--- config.mk ---
export PLATFORM = sky130hd
export DESIGN_NAME = two_class_priority_queue_core
export DESIGN_NICKNAME = d
export VERILOG_FILES = /design/src/design/tcpq_pkg.sv /design/src/design/tcpq_cell.sv /design/src/design/two_class_priority_queue_core.sv
export SDC_FILE = /design/constraint.sdc
export NUM_CORES = 1
export LEC_CHECK = 0
export BUFFER_PORTS_ARGS = -buffer_cell sky130_fd_sc_hd__buf_4
export CELL_PAD_IN_SITES_DETAIL_PLACEMENT = 1
export CELL_PAD_IN_SITES_GLOBAL_PLACEMENT = 2
export CORE_MARGIN = 4
export CORE_UTILIZATION = 46
export CTS_BUF_LIST = sky130_fd_sc_hd__clkbuf_4
export DETAILED_ROUTE_END_ITERATION = 12
export GPL_TIMING_DRIVEN = 0
export PLACE_DENSITY = 0.94
export SLEW_MARGIN = 20
export SYNTH_ARGS = -nofsm -noshare
export SYNTH_HDL_FRONTEND = slang
export SYNTH_SLANG_ARGS = --single-unit
--- constraint.sdc ---
create_clock -name i_clk -period 15.3 [get_ports i_clk]
set_input_delay 4.59 -clock i_clk [delete_from_list [all_inputs] [get_ports i_clk]]
set_output_delay 4.59 -clock i_clk [all_outputs]
set_load 0.05 [all_outputs]
--- src/design/tcpq_pkg.sv ---
// ----------------------------------------------------------------------------
// tcpq_pkg
// Shared constants and types for the two-class priority queue.
// ----------------------------------------------------------------------------
package tcpq_pkg;

    localparam int QUEUE_DEPTH = 16;
    localparam int DATA_W      = 16;
    localparam int FILL_W      = $clog2(QUEUE_DEPTH + 1);
    localparam int LEVELS      = $clog2(QUEUE_DEPTH);
    localparam int OCC_W       = 5;

    typedef logic signed [DATA_W-1:0] t_value;
    typedef logic [FILL_W-1:0]        t_fill;
    typedef logic [QUEUE_DEPTH-1:0]   t_vec;

    localparam logic [1:0] ACT_APPEND   = 2'd0;
    localparam logic [1:0] ACT_PRIORITY = 2'd1;
    localparam logic [1:0] ACT_REMOVE   = 2'd2;

    localparam logic [1:0] ST_OK    = 2'd0;
    localparam logic [1:0] ST_FULL  = 2'd1;
    localparam logic [1:0] ST_EMPTY = 2'd2;

    localparam t_value THRESHOLD_RESET = t_value'(60);

    // broadcast to every cell
    typedef struct packed {
        logic   ins;
        logic   rem;
        logic   tail_mode;
        t_value value;
        t_value thr;
    } t_cell_ctl;

endpackage

--- src/design/tcpq_cell.sv ---
// ----------------------------------------------------------------------------
// tcpq_cell
// One queue slot: holds a value, flags whether it belongs to the leading run
// ahead of a new entry, and shifts left/right with its neighbours.
// ----------------------------------------------------------------------------
module tcpq_cell (
    input  logic                 i_clk,
    input  tcpq_pkg::t_cell_ctl  i_ctl,
    input  logic                 i_valid,
    input  logic                 i_before,
    input  tcpq_pkg::t_value     i_left_value,
    input  tcpq_pkg::t_value     i_right_value,
    output tcpq_pkg::t_value     o_value,
    output logic                 o_match
);

    tcpq_pkg::t_value r_value;
    tcpq_pkg::t_value n_value;

    assign o_match = i_valid &
                     (i_ctl.tail_mode | ((r_value >= i_ctl.thr) && (r_value >= i_ctl.value)));

    always_comb begin
        n_value = r_value;
        if (i_ctl.rem) begin
            n_value = i_right_value;
        end else if (i_ctl.ins) begin
            if (!i_before) begin
                n_value = i_left_value;
            end else if (!o_match) begin
                n_value = i_ctl.value;
            end
        end
    end

    always_ff @(posedge i_clk) begin
        r_value <= n_value;
    end

    assign o_value = r_value;

endmodule

--- src/design/two_class_priority_queue_core.sv ---
// ----------------------------------------------------------------------------
// two_class_priority_queue_core
// Bounded queue of signed values built as a row of shifting cells; plain
// append, two-class priority insert and head removal.
//
//   channel  | signals                                   | direction
//   ---------+-------------------------------------------+----------
//   in       | i_in_valid, o_in_stall, i_action, i_value | in
//   out      | o_out_valid, i_out_stall, o_removed_value,| out
//            | o_removed_valid, o_status, o_occupancy    |
//   cfg      | i_cfg_wr_en, i_cfg_wr_data (threshold)    | in
//
// One beat per cycle while the output is not stalled: every cell compares
// itself in parallel, a log-depth prefix AND finds the insertion point, and
// all cells shift together. The result is registered for the next cycle;
// a new beat may enter at the edge where the previous result is taken.
// Reset (synchronous) empties the queue and sets the threshold to 60.
// A stalled result holds and stalls the input side until it is taken.
// ----------------------------------------------------------------------------
module two_class_priority_queue_core (
    input  logic                  i_clk,
    input  logic                  i_rst_n,
    input  logic                  i_in_valid,
    output logic                  o_in_stall,
    input  logic [1:0]            i_action,
    input  tcpq_pkg::t_value      i_value,
    output logic                  o_out_valid,
    input  logic                  i_out_stall,
    output tcpq_pkg::t_value      o_removed_value,
    output logic                  o_removed_valid,
    output logic [1:0]            o_status,
    output logic [tcpq_pkg::OCC_W-1:0] o_occupancy,
    input  logic                  i_cfg_wr_en,
    input  tcpq_pkg::t_value      i_cfg_wr_data
);

    localparam int N = tcpq_pkg::QUEUE_DEPTH;

    tcpq_pkg::t_value  r_thr;
    tcpq_pkg::t_fill   r_fill;
    tcpq_pkg::t_fill   n_fill;
    logic              r_out_valid;
    tcpq_pkg::t_value  r_removed_value;
    logic              r_removed_valid;
    logic [1:0]        r_status;
    // occupancy register follows the fill count of the last beat
    logic [tcpq_pkg::OCC_W-1:0] r_occupancy;

    logic              w_accept;
    logic              w_full;
    logic              w_empty;
    logic              w_is_ins;
    logic              w_is_rem;
    tcpq_pkg::t_cell_ctl w_ctl;
    tcpq_pkg::t_vec    w_valid;
    tcpq_pkg::t_vec    w_match;
    tcpq_pkg::t_vec    w_before;
    tcpq_pkg::t_value  w_cell_value [N];

    assign o_in_stall = r_out_valid & i_out_stall;
    assign w_accept   = i_in_valid & ~o_in_stall;
    assign w_full     = (r_fill == tcpq_pkg::t_fill'(N));
    assign w_empty    = (r_fill == '0);
    assign w_is_ins   = (i_action == tcpq_pkg::ACT_APPEND) ||
                        (i_action == tcpq_pkg::ACT_PRIORITY);
    assign w_is_rem   = (i_action == tcpq_pkg::ACT_REMOVE);

    always_comb begin
        w_ctl.ins       = w_accept & w_is_ins & ~w_full;
        w_ctl.rem       = w_accept & w_is_rem & ~w_empty;
        w_ctl.tail_mode = (i_action == tcpq_pkg::ACT_APPEND) || (i_value < r_thr);
        w_ctl.value     = i_value;
        w_ctl.thr       = r_thr;
    end

    // cell i is ahead of the insertion point when every earlier cell matches
    always_comb begin
        tcpq_pkg::t_vec v;
        v = {w_match[N-2:0], 1'b1};
        for (int lvl = 0; lvl < tcpq_pkg::LEVELS; lvl++) begin
            v = v & ~((~v) << (1 << lvl));
        end
        w_before = v;
    end

    for (genvar i = 0; i < N; i++) begin : g_cell
        tcpq_pkg::t_value w_left;
        tcpq_pkg::t_value w_right;

        assign w_valid[i] = (tcpq_pkg::t_fill'(i) < r_fill);
        assign w_left     = (i == 0) ? i_value : w_cell_value[(i == 0) ? 0 : i-1];
        assign w_right    = (i == N-1) ? w_cell_value[i] : w_cell_value[(i == N-1) ? i : i+1];

        tcpq_cell u_cell (
            .i_clk         (i_clk),
            .i_ctl         (w_ctl),
            .i_valid       (w_valid[i]),
            .i_before      (w_before[i]),
            .i_left_value  (w_left),
            .i_right_value (w_right),
            .o_value       (w_cell_value[i]),
            .o_match       (w_match[i])
        );
    end

    always_comb begin
        n_fill = r_fill;
        if (w_ctl.ins) begin
            n_fill = r_fill + tcpq_pkg::t_fill'(1);
        end else if (w_ctl.rem) begin
            n_fill = r_fill - tcpq_pkg::t_fill'(1);
        end
    end

    always_ff @(posedge i_clk) begin
        if (!i_rst_n) begin
            r_thr       <= tcpq_pkg::THRESHOLD_RESET;
            r_fill      <= '0;
            r_out_valid <= 1'b0;
        end else begin
            if (i_cfg_wr_en) begin
                r_thr <= i_cfg_wr_data;
            end
            r_fill <= n_fill;
            if (w_accept) begin
                r_out_valid <= 1'b1;
            end else if (!i_out_stall) begin
                r_out_valid <= 1'b0;
            end
        end
    end

    always_ff @(posedge i_clk) begin
        if (w_accept) begin
            r_removed_value <= w_ctl.rem ? w_cell_value[0] : '0;
            r_removed_valid <= w_ctl.rem;
            if (w_is_ins && w_full) begin
                r_status <= tcpq_pkg::ST_FULL;
            end else if (w_is_rem && w_empty) begin
                r_status <= tcpq_pkg::ST_EMPTY;
            end else begin
                r_status <= tcpq_pkg::ST_OK;
            end
        end
    end

    always_ff @(posedge i_clk) begin
        if (w_accept) begin
            r_occupancy <= tcpq_pkg::OCC_W'(n_fill);
        end
    end

    assign o_out_valid     = r_out_valid;
    assign o_removed_value = r_removed_value;
    assign o_removed_valid = r_removed_valid;
    assign o_status        = r_status;
    assign o_occupancy     = r_occupancy;

    a_fill_bound: assert property (@(posedge i_clk) disable iff (!i_rst_n)
        r_fill <= tcpq_pkg::t_fill'(N))
        else $error("fill count beyond depth");

    a_empty_remove: assert property (@(posedge i_clk) disable iff (!i_rst_n)
        (w_accept && w_is_rem && w_empty) |=>
            (o_status == tcpq_pkg::ST_EMPTY) && !o_removed_valid)
        else $error("remove on empty not flagged");

    a_insert_grows: assert property (@(posedge i_clk) disable iff (!i_rst_n)
        (w_accept && w_is_ins && !w_full) |=> (r_fill == $past(r_fill) + tcpq_pkg::t_fill'(1)))
        else $error("insert did not grow the queue");

    a_pop_ok: assert property (@(posedge i_clk) disable iff (!i_rst_n)
        (o_out_valid && o_removed_valid) |-> (o_status == tcpq_pkg::ST_OK))
        else $error("popped beat carries an error status");

endmodule
# Word-level counts from Yosys, hierarchy flattened
# Cells that the tools add are included.
[classes]
add_sub_neg = 2
order_cmp = 49
eq_ne = 20
muxes = 67
n_bitwise = 54
reduce_logical = 39
[op_table]
columns = ["cell", "n"]
rows = [
  ["two-way mux 16 bit", 62],
  ["greater-or-equal comparator 16 bit", 32],
  ["AND 16 bit", 4],
  ["inverter 16 bit", 4],
  ["!= test 3 bit, second input constant", 15],
  ["< comparator 4 x 5 -> 1 bit, first input constant", 8],
  ["AND reduction 2 bit", 15],
  ["AND 1 bit", 22],
  ["< comparator 3 x 5 -> 1 bit, first input constant", 4],
  ["logical AND 1 bit", 18],
  ["< comparator 16 bit", 1],
  ["bitwise OR 1 bit", 16],
  ["inverter 15 bit", 1],
  ["inverter 14 bit", 1],
  ["inverter 12 bit", 1],
  ["< comparator 1 x 5 -> 1 bit, first input constant", 2],
  ["< comparator 2 x 5 -> 1 bit, first input constant", 2],
  ["two-way mux 5 bit", 2],
  ["inverter 8 bit", 1],
  ["adder 5 x 1 -> 5 bit, second input constant", 1],
  ["== test 5 bit, second input constant", 1],
  ["logical NOT 5 bit", 1],
  ["subtractor 5 x 1 -> 5 bit, second input constant", 1],
  ["inverter 1 bit", 4],
  ["10 further kinds", 12],
]
[totals]
ff_bits = 302
in_bits = 39
output_inout_bits = 26
elab_cells = 254

# Depth between registers and ports, before layout
# Gate-level depths: netlist of the first run.
[logic_depth]
word_depth = 19
mapped_depth = 15
ltp_nobuf = 12

# Cells and area by module
# A second synthesis of the first run with hierarchy kept.
[unflattened]
cells_unflattened = 3252
area_unflattened_um2 = 29432.0
[by_module_without_submodules]
columns = ["mod", "instances", "cells_per_inst", "area_per_inst_um2", "seq_area_each_um2"]
rows = [
  ["tcpq_cell", 16, 188, 1681.6, 480.5],
  ["two_class_priority_queue_core", 1, 244, 2526.2, 1161.1],
]

# Worst setup path before layout of the first run
# No wires, ideal clock.
[synth_timing]
path_type = "in2out"
from = "input port i_out_stall"
to = "output port o_in_stall"
t_arrival_ns = 4.993
required_time_ns = 10.710
slack_ns = 5.717
cell_stages = 2
cell_sequence = "nand2_1 -> inv_1"
[synth_via]
elab_chain_len = 1
[synth_lines]
columns = ["item", "line_no", "text"]
rows = [
  ["start, declared", "two_class_priority_queue_core.sv:28", "input logic i_out_stall,"],
  ["AND 1 bit", "two_class_priority_queue_core.sv:60", "assign o_in_stall = r_out_valid & i_out_stall;"],
  ["end, declared", "two_class_priority_queue_core.sv:24", "output logic o_in_stall,"],
]
# No other way between the ends.

# Worst setup path in the final report of the first run
[layout_timing]
from = "input port i_value[7]"
to = "register g_cell[14].u_cell.r_value[6], data pin"
[layout_via]
elab_chain_len = 17
[layout_lines]
columns = ["item", "line_no", "text"]
rows = [
  ["start, declared", "two_class_priority_queue_core.sv:26", "input tcpq_pkg::t_value i_value,"],
  ["< comparator 16 bit / greater-or-equal comparator 16 bit (equally long branches)", "two_class_priority_queue_core.sv:71, tcpq_cell.sv:21", ""],
  ["logical OR 1 bit / logical AND 1 bit (equally long branches)", "two_class_priority_queue_core.sv:71, tcpq_cell.sv:21", ""],
  ["bitwise OR 1 bit", "tcpq_cell.sv:21", "(i_ctl.tail_mode | ((r_value >= i_ctl.thr) && (r_value >= i_ctl.value)));"],
  ["AND 1 bit", "tcpq_cell.sv:20", "assign o_match = i_valid &"],
  ["inverter 15 bit", "two_class_priority_queue_core.sv:81", "v = v & ~((~v) << (1 << lvl));"],
  ["inverter 16 bit", "two_class_priority_queue_core.sv:81", ""],
  ["AND 16 bit (*)", "two_class_priority_queue_core.sv:81", ""],
  ["inverter 14 bit / AND 16 bit (equally long branches)", "two_class_priority_queue_core.sv:81", ""],
  ["inverter 16 bit / inverter 12 bit (equally long branches)", "two_class_priority_queue_core.sv:81", ""],
  ["AND 16 bit (*)", "two_class_priority_queue_core.sv:81", ""],
  ["inverter 12 bit / AND 16 bit (equally long branches)", "two_class_priority_queue_core.sv:81", ""],
  ["inverter 16 bit / inverter 8 bit (equally long branches)", "two_class_priority_queue_core.sv:81", ""],
  ["AND 16 bit (*) (2 in a row)", "two_class_priority_queue_core.sv:81", ""],
  ["two-way mux 16 bit (*)", "tcpq_cell.sv:28", "if (!i_before) begin"],
  ["two-way mux 16 bit (*)", "tcpq_cell.sv:27", "end else if (i_ctl.ins) begin"],
  ["two-way mux 16 bit (*)", "tcpq_cell.sv:25", "if (i_ctl.rem) begin"],
  ["net g_cell[14].u_cell.n_value[6]", "tcpq_cell.sv:18", "tcpq_pkg::t_value n_value;"],
  ["end signal, assigned", "tcpq_cell.sv:37", "r_value <= n_value;"],
  ["end, declared", "tcpq_cell.sv:17", "tcpq_pkg::t_value r_value;"],
]
# The timed path passes the listed nets; every way through them passes the cells marked *. The select of a mux whose other input is x is not followed.
# A chain may end at the register's enable or synchronous reset.

==> summary.md, run 1 <==
| Metric | Value |
|---|---|
| Hpwl dp | 93090 um |
| Reported max-cap violation count | 0 |
| CTS Sinks | 302 |
| Ratio of cells with drive above 1 in the final layout | 11.38% |
| Maximum vdd drop | 0.00004975 V |
| Total wire length | 122400 um |
| Die width | 249.1 um |
| Flops & latches, synth | 302 |
| Root cell of the clock tree | clkbuf_4 |
| Hold_buf cts | 0 |
| Critical Path Source Type | input pin |
| Fin cells | 3807 |
| CP Capture Type | register |
| Final-report hold violation count | 0 |
| Crit path largest cell delay | 1.03 ns |
| RSZ-0062 raised after global routing | false |
| P_leak | 12.22 nW |
| CTS tree | built |
| Area of the die | 62040 um2 |
| CP max FO | 18 |
| Global-route wire length before repair | 177000 um |
| Antenna violations before repair | 7 |
| Seq/Total Area, Yosys | 33.10% |
| Fraction of registers with async set/reset | 0% |
| Max-slew violation count | 0 |
| Clk pin slew, worst setup/hold paths | 0.07 ns |
| DRT iter0 DRCs | 3047 |
| Vias in the first global route | 27137 |
| Initial Util | 46.42% |
| Row count | 88 |
| CP arrival | 10.18 ns |
| Main synth FF type | edfxtp_1 |
| Final Core Density | 52.56% |
| Clock Tree Buf Depth | 3 |
| Post-CTS setup buffer count | 0 |
| Worst min-delay path category | reg2reg |
| CP max stage cell | nor4_1 |
| CP Class | in2reg |
| Max Fclk | 0.1033 GHz |
| Vias | 26150 |
| Vias/cell | 6.869 |
| IO Count | 65 |
| Fin Setup TNS | 0 ns |
| Wire per inst | 32.15 um |
| Req. time, crit path | 15.80 ns |
| Final Skew | 0.1233 ns |
| Worst Tran Pin Value | 1.319 ns |
| CORE AREA | 57590 um2 |
| Final GP Congestion | 0.9935 |
| Slew headroom | 12.07% |
| Post-CTS Resized | 0 |
| PwrDens | 88.38 nW/um2 |
| Count of different cell masters after synthesis | 75 |
| Total power draw | 2.675 mW |
| Outcome | finished, final reports clean |
| Net count after synthesis | 3349 |
| Drt pass-1 iters | 5 |
| Htree depth | 3 |
| Worst-Skew Late Latency | 0.90 ns |
| Final nets | 3541 |
| Largest net degree at the start of global routing | 27 |
| Avg Cell Area, Syn | 9.616 um2 |
| Minimum clock period | 9.676 ns |
| Port bufs | 63 |
| Die Y | 249.1 um |
| GRT overflow | 0 |
| Critical-path cell list | buf_4 > inv_2 > ha_1 > a21oi_1 > o21ai_0 > a211oi_1 > a31oi_1 > nor4_1 > and4_1 > a31oi_1 > nor4b_1 > buf_2 > buf_4 > mux2i_1 > a21oi_1 |
| Synthesized instance count | 2780 |
| Post-synth EDFFs | 280 |
| Number of CTS-inserted buffers | 89 |
| Fin crit share | 63.24% |
| Area delta synth->final | 13.23% |
| Dpl cells | 3644 |
| Setup Viol. Count Final | 0 |
| Post-route DRC | 0 |
| Tot GR Track Use | 38.14% |
| Post-Syn Area | 26730 um2 |
| Post-DRT Antenna Nets | 0 |
| Filler cells | 6543 |
| Yosys warns | 0 |
## cells in the final DEF, fill, tap and decap left out, types with 20 or more instances in the layout
cell and n:
o21a_1 22, nand4_1 104, nor2b_1 42, a21oi_1 222
inv_1 46, a21o_1 58, buf_16 22, nand2_1 292
ha_1 530, inv_2 32, edfxtp_1 280, a211oi_1 30
and2_1 23, clkbuf_4 130, a31oi_1 29, buf_4 68
o21ai_0 230, nand3_1 90, clkbuf_1 97, mux2_2 20
dfxtp_1 21, mux2i_1 178, nor2_1 121, o211ai_1 42
nor3_1 22
## cells in the mapped netlist, types with 19 or more instances
library cell / instances / share of area [%]
nor2b_1: 42 / 0.98
nand2b_1: 19 / 0.44
o21a_1: 22 / 0.62
nor3_1: 22 / 0.41
mux2i_1: 178 / 6.7
nor2_1: 121 / 1.7
inv_1: 77 / 1.1
a211oi_1: 30 / 0.84
mux2_2: 20 / 0.84
ha_1: 530 / 25
and2_1: 23 / 0.54
o211ai_1: 42 / 1.2
a31oi_1: 30 / 0.70
nand3_1: 90 / 1.7
a21oi_1: 223 / 4.2
nand4_1: 104 / 2.4
dfxtp_1: 22 / 1.6
clkbuf_1: 102 / 1.4
a21o_1: 58 / 1.6
o21ai_0: 242 / 4.5
nand2_1: 292 / 4.1
edfxtp_1: 280 / 31
## worst max-delay path: cells and delay by family
kind	cells	cell delay [ns]
buffers and inverters	4	1.49
AOI/OAI and AO/OA	6	1.15
muxes	1	0.25
and+or+nand+nor	3	2.23
adders and majority gates	1	0.39
## per-layer routing
metal	routed length, um	global-route usage [%]	up-vias	part of all wire (%)
li1	-	-	11129	-
met1	46280	47.38	12849	38
met2	52070	57.95	1634	43
met3	14510	10.97	532	12
met4	9483	25.12	6	7.7
met5	42	0	-	0.034
## per-stage QoR
stage | hold WS (ns) | setup WS [ns] | instance area, um2
2_1_floorplan | 0.4826 | 5.717 | 26730
3_3_place_gp | 0.4946 | 3.805 | 28160
3_5_place_dp | 0.5361 | 5.118 | 29050
4_1_cts | 0.5479 | 5.679 | 30230
5_1_grt | 0.5681 | 5.637 | 30270
6_report | 0.5468 | 5.624 | 30270
## state kept, by name (all words and copies together) (netlist names)
name	flops
r_thr	16
o_removed_valid	1
g_cell.u_cell.o_value	256
o_out_valid	1
r_fill	5
o_status	2
o_removed_value	16
o_occupancy	5
## worst paths after layout
check                               from                                endpoint  slack [ns]  depth (start not counted)
hold / removal    r_thr[15]$_SDFFE_PN0P_                  r_thr[15]$_SDFFE_PN0P_        0.55                          2
setup / recovery              i_value[7]  g_cell[14].u_cell.o_value[6]$_DFFE_PP_        5.62                         15
setup reg to reg  r_thr[15]$_SDFFE_PN0P_  g_cell[14].u_cell.o_value[6]$_DFFE_PP_        9.22                         15
hold reg to reg   r_thr[15]$_SDFFE_PN0P_                  r_thr[15]$_SDFFE_PN0P_        0.55                          2
## final cells by class
| type | count | area (um2) | share of cell area [%] |
|---|---|---|---|
| multi-input combinational | 2279 | 17150 | 56.65 |
| sequential | 302 | 8850 | 29.24 |
| buffer | 122 | 510.5 | 1.687 |
| inverter | 77 | 289.0 | 0.9549 |
| clock inverter | 29 | 203.9 | 0.6738 |
| timing repair buffer | 101 | 1331 | 4.398 |
| clock buffer | 130 | 975.9 | 3.224 |
| antenna | 2 | 5.005 | 0.01653 |
| tap | 765 | 957.2 | 3.162 |
## report_power, final
group	internal, mW	switching (mW)	leakage, nW	total [mW]
Clock	0.439	0.404	0.691	0.843
Sequential	0.989	0.105	2.83	1.09
Combinational	0.272	0.467	8.70	0.739
Total	1.70	0.975	12.2	2.68
## logic make-up after synthesis
group                    count (synthesis)  synth area share, %
AND/OR/NAND/NOR                        793                14.55
multiplexers                           198                7.507
adder cells (fa/ha/maj)                530                24.81
flip-flops                             302                33.10
XOR/XNOR                                 3              0.09830
AO/OA/AOI/OAI                          755                16.97
buffers and inverters                  199                2.967
(Power assumes the default switching activity.)
==> run 2: changes to the inputs <==
CORE_UTILIZATION = 39   (was 46)
PLACE_DENSITY = 0.86   (was 0.94)
clock period = 8.9 ns   (was 15.3 ns; I/O delays follow)
==> summary.md, run 2 (synthesis gave the netlist of run 1 again) <==
| Metric | Value |
|---|---|
| Number of CTS-inserted buffers | 89 |
| Clk pin slew, worst setup/hold paths | 0.07 ns |
| Die Y | 269.8 um |
| Fin crit share | 89.04% |
| Post-CTS Resized | 0 |
| Most frequent cells in the layout | ha_1 (530), nand2_1 (292), edfxtp_1 (280), o21ai_0 (230), a21oi_1 (222) |
| Crit path largest cell delay | 0.83 ns |
| CP Class | in2reg |
| Final Skew | 0.1323 ns |
| Critical Path Source Type | input pin |
| Max-slew violation count | 0 |
| Worst-Skew Late Latency | 0.93 ns |
| P_leak | 12.15 nW |
| R2R cell count | 14 |
| Max Fclk | 0.1262 GHz |
| Global-route wire length before repair | 175700 um |
| Pre-CTS setup slack | 0.2296 ns |
| Maximum vdd drop | 0.00008539 V |
| Critical-path cell list | buf_4 > inv_2 > buf_16 > ha_1 > nand4_1 > or4_1 > nand3_1 > and4b_1 > nor4_1 > nor3b_1 > a31oi_1 > nor4b_1 > buf_2 > buf_4 > mux2i_1 > a21oi_1 |
| Reg2Reg Setup Slack | 2.54 ns |
| Fin cells | 3912 |
| Hold_buf cts | 0 |
| Post-route DRC | 0 |
| Htree depth | 3 |
| Root cell of the clock tree | clkbuf_4 |
| Req. time, crit path | 9.45 ns |
| Die width | 269.8 um |
| Post-CTS setup buffer count | 0 |
| Tot GR Track Use | 32.39% |
| Area delta synth->final | 13.18% |
| GRT overflow | 0 |
| CP max FO | 10 |
| CTS Sinks | 302 |
| CORE AREA | 67510 um2 |
| Vias/cell | 6.595 |
| CP Capture Point | g_cell[14].u_cell.o_value[8]$_DFFE_PP_ |
| Minimum clock period | 7.924 ns |
| CP most frequent cell | buf_4 |
| Final nets | 3538 |
| Final GP Congestion | 0.9437 |
| Slew headroom | 14.08% |
| Filler cells | 7678 |
| RSZ-0062 raised after global routing | false |
| IO Count | 65 |
| FF/Latch Area | 8850 um2 |
| Initial Util | 39.60% |
| Worst Tran Pin Value | 1.289 ns |
| Max reg flops | 256 |
| Area of the multi-input gates | 17160 um2 |
| Area of the die | 72800 um2 |
| CP max stage cell | nor4_1 |
| Commonest non-fill, non-tap cell in the layout | ha_1 |
| Reported max-cap violation count | 0 |
| Fin worst setup slack | 0.9755 ns |
| Ratio of cells with drive above 1 in the final layout | 11.20% |
| CTS tree | built |
| CP arrival | 8.47 ns |
| Hold-critical path depth | 2 |
| Worst min-delay path category | reg2reg |
| CP Capture Type | register |
| Row count | 95 |
| Clock Tree Buf Depth | 3 |
| Setup Viol. Count Final | 0 |
| Crit Reg-Reg Startpoint | r_thr[1]$_SDFFE_PN0P_ |
| Vias in the first global route | 26758 |
| Outcome | finished, final reports clean |
| DRT iter0 DRCs | 2635 |
| FF-to-FF End | g_cell[14].u_cell.o_value[8]$_DFFE_PP_ |
| Post-DRT Antenna Nets | 0 |
| Wire per inst | 31.12 um |
| Worst setup path start | i_value[15] |
| Total wire length | 121700 um |
| Port bufs | 63 |
| Final-report hold violation count | 0 |
| Drt pass-1 iters | 5 |
| Vias | 25798 |
| Hpwl dp | 92100 um |
| Largest net degree at the start of global routing | 27 |
| PwrDens | 150.5 nW/um2 |
| Antenna violations before repair | 6 |
| Dpl cells | 3751 |
[run 2: cell type report]
cell class                 count  share of cell area, %
inverter                      77                 0.9553
buffer                       122                  1.679
timing repair buffer          98                  3.945
clock inverter                35                 0.7774
sequential                   302                  29.25
tap                          873                  3.610
multi-input combinational   2279                  56.71
clock buffer                 123                  3.052
antenna                        3                0.02481
[run 2: per-layer routing]
metal | share of wire, % | track usage (%)
met1 | 40 | 40.91
met2 | 44 | 51.43
met3 | 9.1 | 6.183
met4 | 7.0 | 19.68
met5 | 0.013 | 0
[run 2: power breakdown]
group | total, mW | internal [mW] | switching [mW]
Combinational | 1.26 | 0.459 | 0.800
Sequential | 1.87 | 1.70 | 0.167
Clock | 1.43 | 0.730 | 0.698
Total | 4.55 | 2.89 | 1.66
[run 2: stage by stage]
stage	cell area, um2	hold slack, ns	power (mW)	util, %	setup TNS [ns]
6_report	30260	0.5370	4.553	44.81	0
5_1_grt	30250	0.5653	4.758	44.81	0
4_1_cts	30240	0.5418	4.533	44.79	0
3_5_place_dp	29080	0.5298	3.110	43.07	0
3_3_place_gp	28300	0.4950	2.968	41.91	-126.16
2_1_floorplan	26730	0.4826	2.549	-	0
[run 2: worst min path at each step]
stage / slack, ns / to / start
CTS: 0.54 / r_thr[6]$_SDFFE_PN0P_ / r_thr[6]$_SDFFE_PN0P_
detailed placement: 0.53 / r_thr[6]$_SDFFE_PN0P_ / r_thr[6]$_SDFFE_PN0P_
finish: 0.54 / r_thr[6]$_SDFFE_PN0P_ / r_thr[6]$_SDFFE_PN0P_
global route: 0.57 / r_thr[6]$_SDFFE_PN0P_ / r_thr[6]$_SDFFE_PN0P_
floorplan: 0.48 / r_thr[10]$_SDFFE_PN0P_ / r_thr[10]$_SDFFE_PN0P_
global placement: 0.50 / r_thr[10]$_SDFFE_PN0P_ / r_thr[10]$_SDFFE_PN0P_
[run 2: worst max-delay path: cells and delay by family]
kind / cells / cell delay [ns]
mux: 1 / 0.31
compound gates: 2 / 0.52
fa+ha+maj: 1 / 0.20
buf+inv: 5 / 1.45
simple gates: 7 / 3.31
==> run 3: changes to the inputs <==
PLACE_DENSITY = not set   (was 0.86)
PLACE_DENSITY_LB_ADDON = 0.12   (was not set)
REMOVE_ABC_BUFFERS = 1   (was not set)
==> summary.md, run 3 (synthesis gave the netlist of run 1 again) <==
| Metric | Value |
|---|---|
| Crit Reg-Reg Startpoint | r_thr[9]$_SDFFE_PN0P_ |
| Total wire length | 115700 um |
| Post-CTS setup buffer count | 0 |
| Worst-Skew Late Latency | 0.87 ns |
| Antenna violations before repair | 7 |
| Final GP Congestion | 0.8548 |
| Outcome | finished, final reports clean |
| FF/Latch Area | 8850 um2 |
| Filler cells | 7609 |
| Minimum clock period | 8.504 ns |
| Area of the multi-input gates | 17250 um2 |
| Worst setup path start | i_value[9] |
| GRT overflow | 0 |
| Max Fclk | 0.1176 GHz |
| CP Class | in2reg |
| Area delta synth->final | 13.45% |
| Reported max-cap violation count | 0 |
| Fin cells | 3826 |
| Max-slew violation count | 0 |
| Post-route design area | 30330 um2 |
| Fin worst setup slack | 0.3959 ns |
| Total power draw | 4.578 mW |
| Commonest non-fill, non-tap cell in the layout | ha_1 |
| Hold_buf cts | 0 |
| Htree depth | 3 |
| Port bufs | 64 |
| Final nets | 3447 |
| Max reg flops | 256 |
| Hpwl dp | 85180 um |
| Die Y | 269.8 um |
| Critical Path Source Type | input pin |
| Area of the die | 72800 um2 |
| Row count | 95 |
| Clk pin slew, worst setup/hold paths | 0.06 ns |
| Post-placement cell area | 29100 um2 |
| Setup Viol. Count Final | 0 |
| DRT iter0 DRCs | 2357 |
| IO Count | 65 |
| Dpl cells | 3656 |
| Fin crit share | 95.55% |
| Vias/cell | 6.370 |
| Tot GR Track Use | 30.91% |
| Pre-CTS setup slack | -0.1507 ns |
| Post-route DRC | 0 |
| CP Capture Type | register |
| Clock Tree Buf Depth | 3 |
| Slew headroom | 24.16% |
| Most frequent cells in the layout | ha_1 (530), nand2_1 (292), edfxtp_1 (280), o21ai_0 (229), a21oi_1 (221) |
| Die width | 269.8 um |
| Post-CTS Resized | 0 |
| Final-report hold violation count | 0 |
| Maximum vdd drop | 0.00009125 V |
| Global-route wire length before repair | 167600 um |
| Worst Tran Pin Value | 1.132 ns |
| RSZ-0062 raised after global routing | false |
| Vias in the first global route | 24835 |
| Largest net degree at the start of global routing | 164 |
| Final Skew | 0.06775 ns |
| Req. time, crit path | 9.47 ns |
| Wire per inst | 30.24 um |
| CORE AREA | 67510 um2 |
| Drt pass-1 iters | 6 |
| PwrDens | 151.0 nW/um2 |
| CP arrival | 9.08 ns |
| Ratio of cells with drive above 1 in the final layout | 12.55% |
| Worst min-delay path category | reg2reg |
| HP Start | r_thr[12]$_SDFFE_PN0P_ |
| P_leak | 12.20 nW |
| Number of CTS-inserted buffers | 93 |
| CTS tree | built |
| Root cell of the clock tree | clkbuf_4 |
| Post-DRT Antenna Nets | 0 |
| CP max FO | 20 |
| Initial Util | 39.60% |
| CTS Sinks | 302 |
| Vias | 24370 |
run 3: cell types whose count changed in the layout (fill, tap and decap cells not counted), sizes merged:
cell      change
bufinv        -1
diode         +2
clkinv        -7
clkinvlp      +1
buf           +7
clkbuf       -89
inv           +1
run 3: layer usage:
metal  GRT usage, %  up-vias  wire [um]
met1          44.97    12185      52380
met3          6.316      198      10820
met5              0        -         15
met2          45.49     1038      48330
li1               -    10947          -
met4          10.80        2       4161
run 3: critical path, stage by stage:
cell and delay, ns:
buf_4 0.36, inv_2 0.33, buf_16 0.27, ha_1 0.31, nand4_1 0.17, or4_1 0.55, nand3_1 0.09, and4b_1 0.21
nor4_2 0.67, nor3b_1 0.75, a21o_1 0.32, nand3_1 0.77, nor2_2 0.99, o21ai_2 0.31, buf_8 0.24
run 3: power by group:
group / total (mW) / switching (mW) / internal, mW
sequential: 1.87 / 0.173 / 1.70
clock: 1.45 / 0.698 / 0.755
combinational: 1.25 / 0.780 / 0.473
run 3: cell type report:
| class | instances | area share, % |
|---|---|---|
| clock buffers | 136 | 3.366 |
| inverters | 77 | 0.9777 |
| multi-input cells | 2279 | 56.88 |
| flip-flops and latches | 302 | 29.18 |
| repair buffers | 125 | 5.367 |
| clock inverters | 29 | 0.5858 |
| diodes | 5 | 0.04125 |
| well taps | 873 | 3.601 |
run 3: worst paths after layout:
check | end | slack (ns) | depth (start not counted)
worst min register to register | r_thr[12]$_SDFFE_PN0P_ | 0.53 | 2
worst min-delay path | r_thr[12]$_SDFFE_PN0P_ | 0.53 | 2
worst max-delay path | g_cell[9].u_cell.o_value[15]$_DFFE_PP_ | 0.40 | 15
worst max register to register | g_cell[9].u_cell.o_value[15]$_DFFE_PP_ | 2.44 | 14
run 3: metrics by stage:
step                      TNS [ns]  hold slack [ns]  utilization, %
after floorplan            -748.57           0.4826               -
after global placement    -3371.61           0.4966           41.18
after detailed placement    -1.642           0.5322           43.11
after CTS                        0           0.5449           44.88
after global routing             0           0.5615           44.91
final                            0           0.5347           44.92
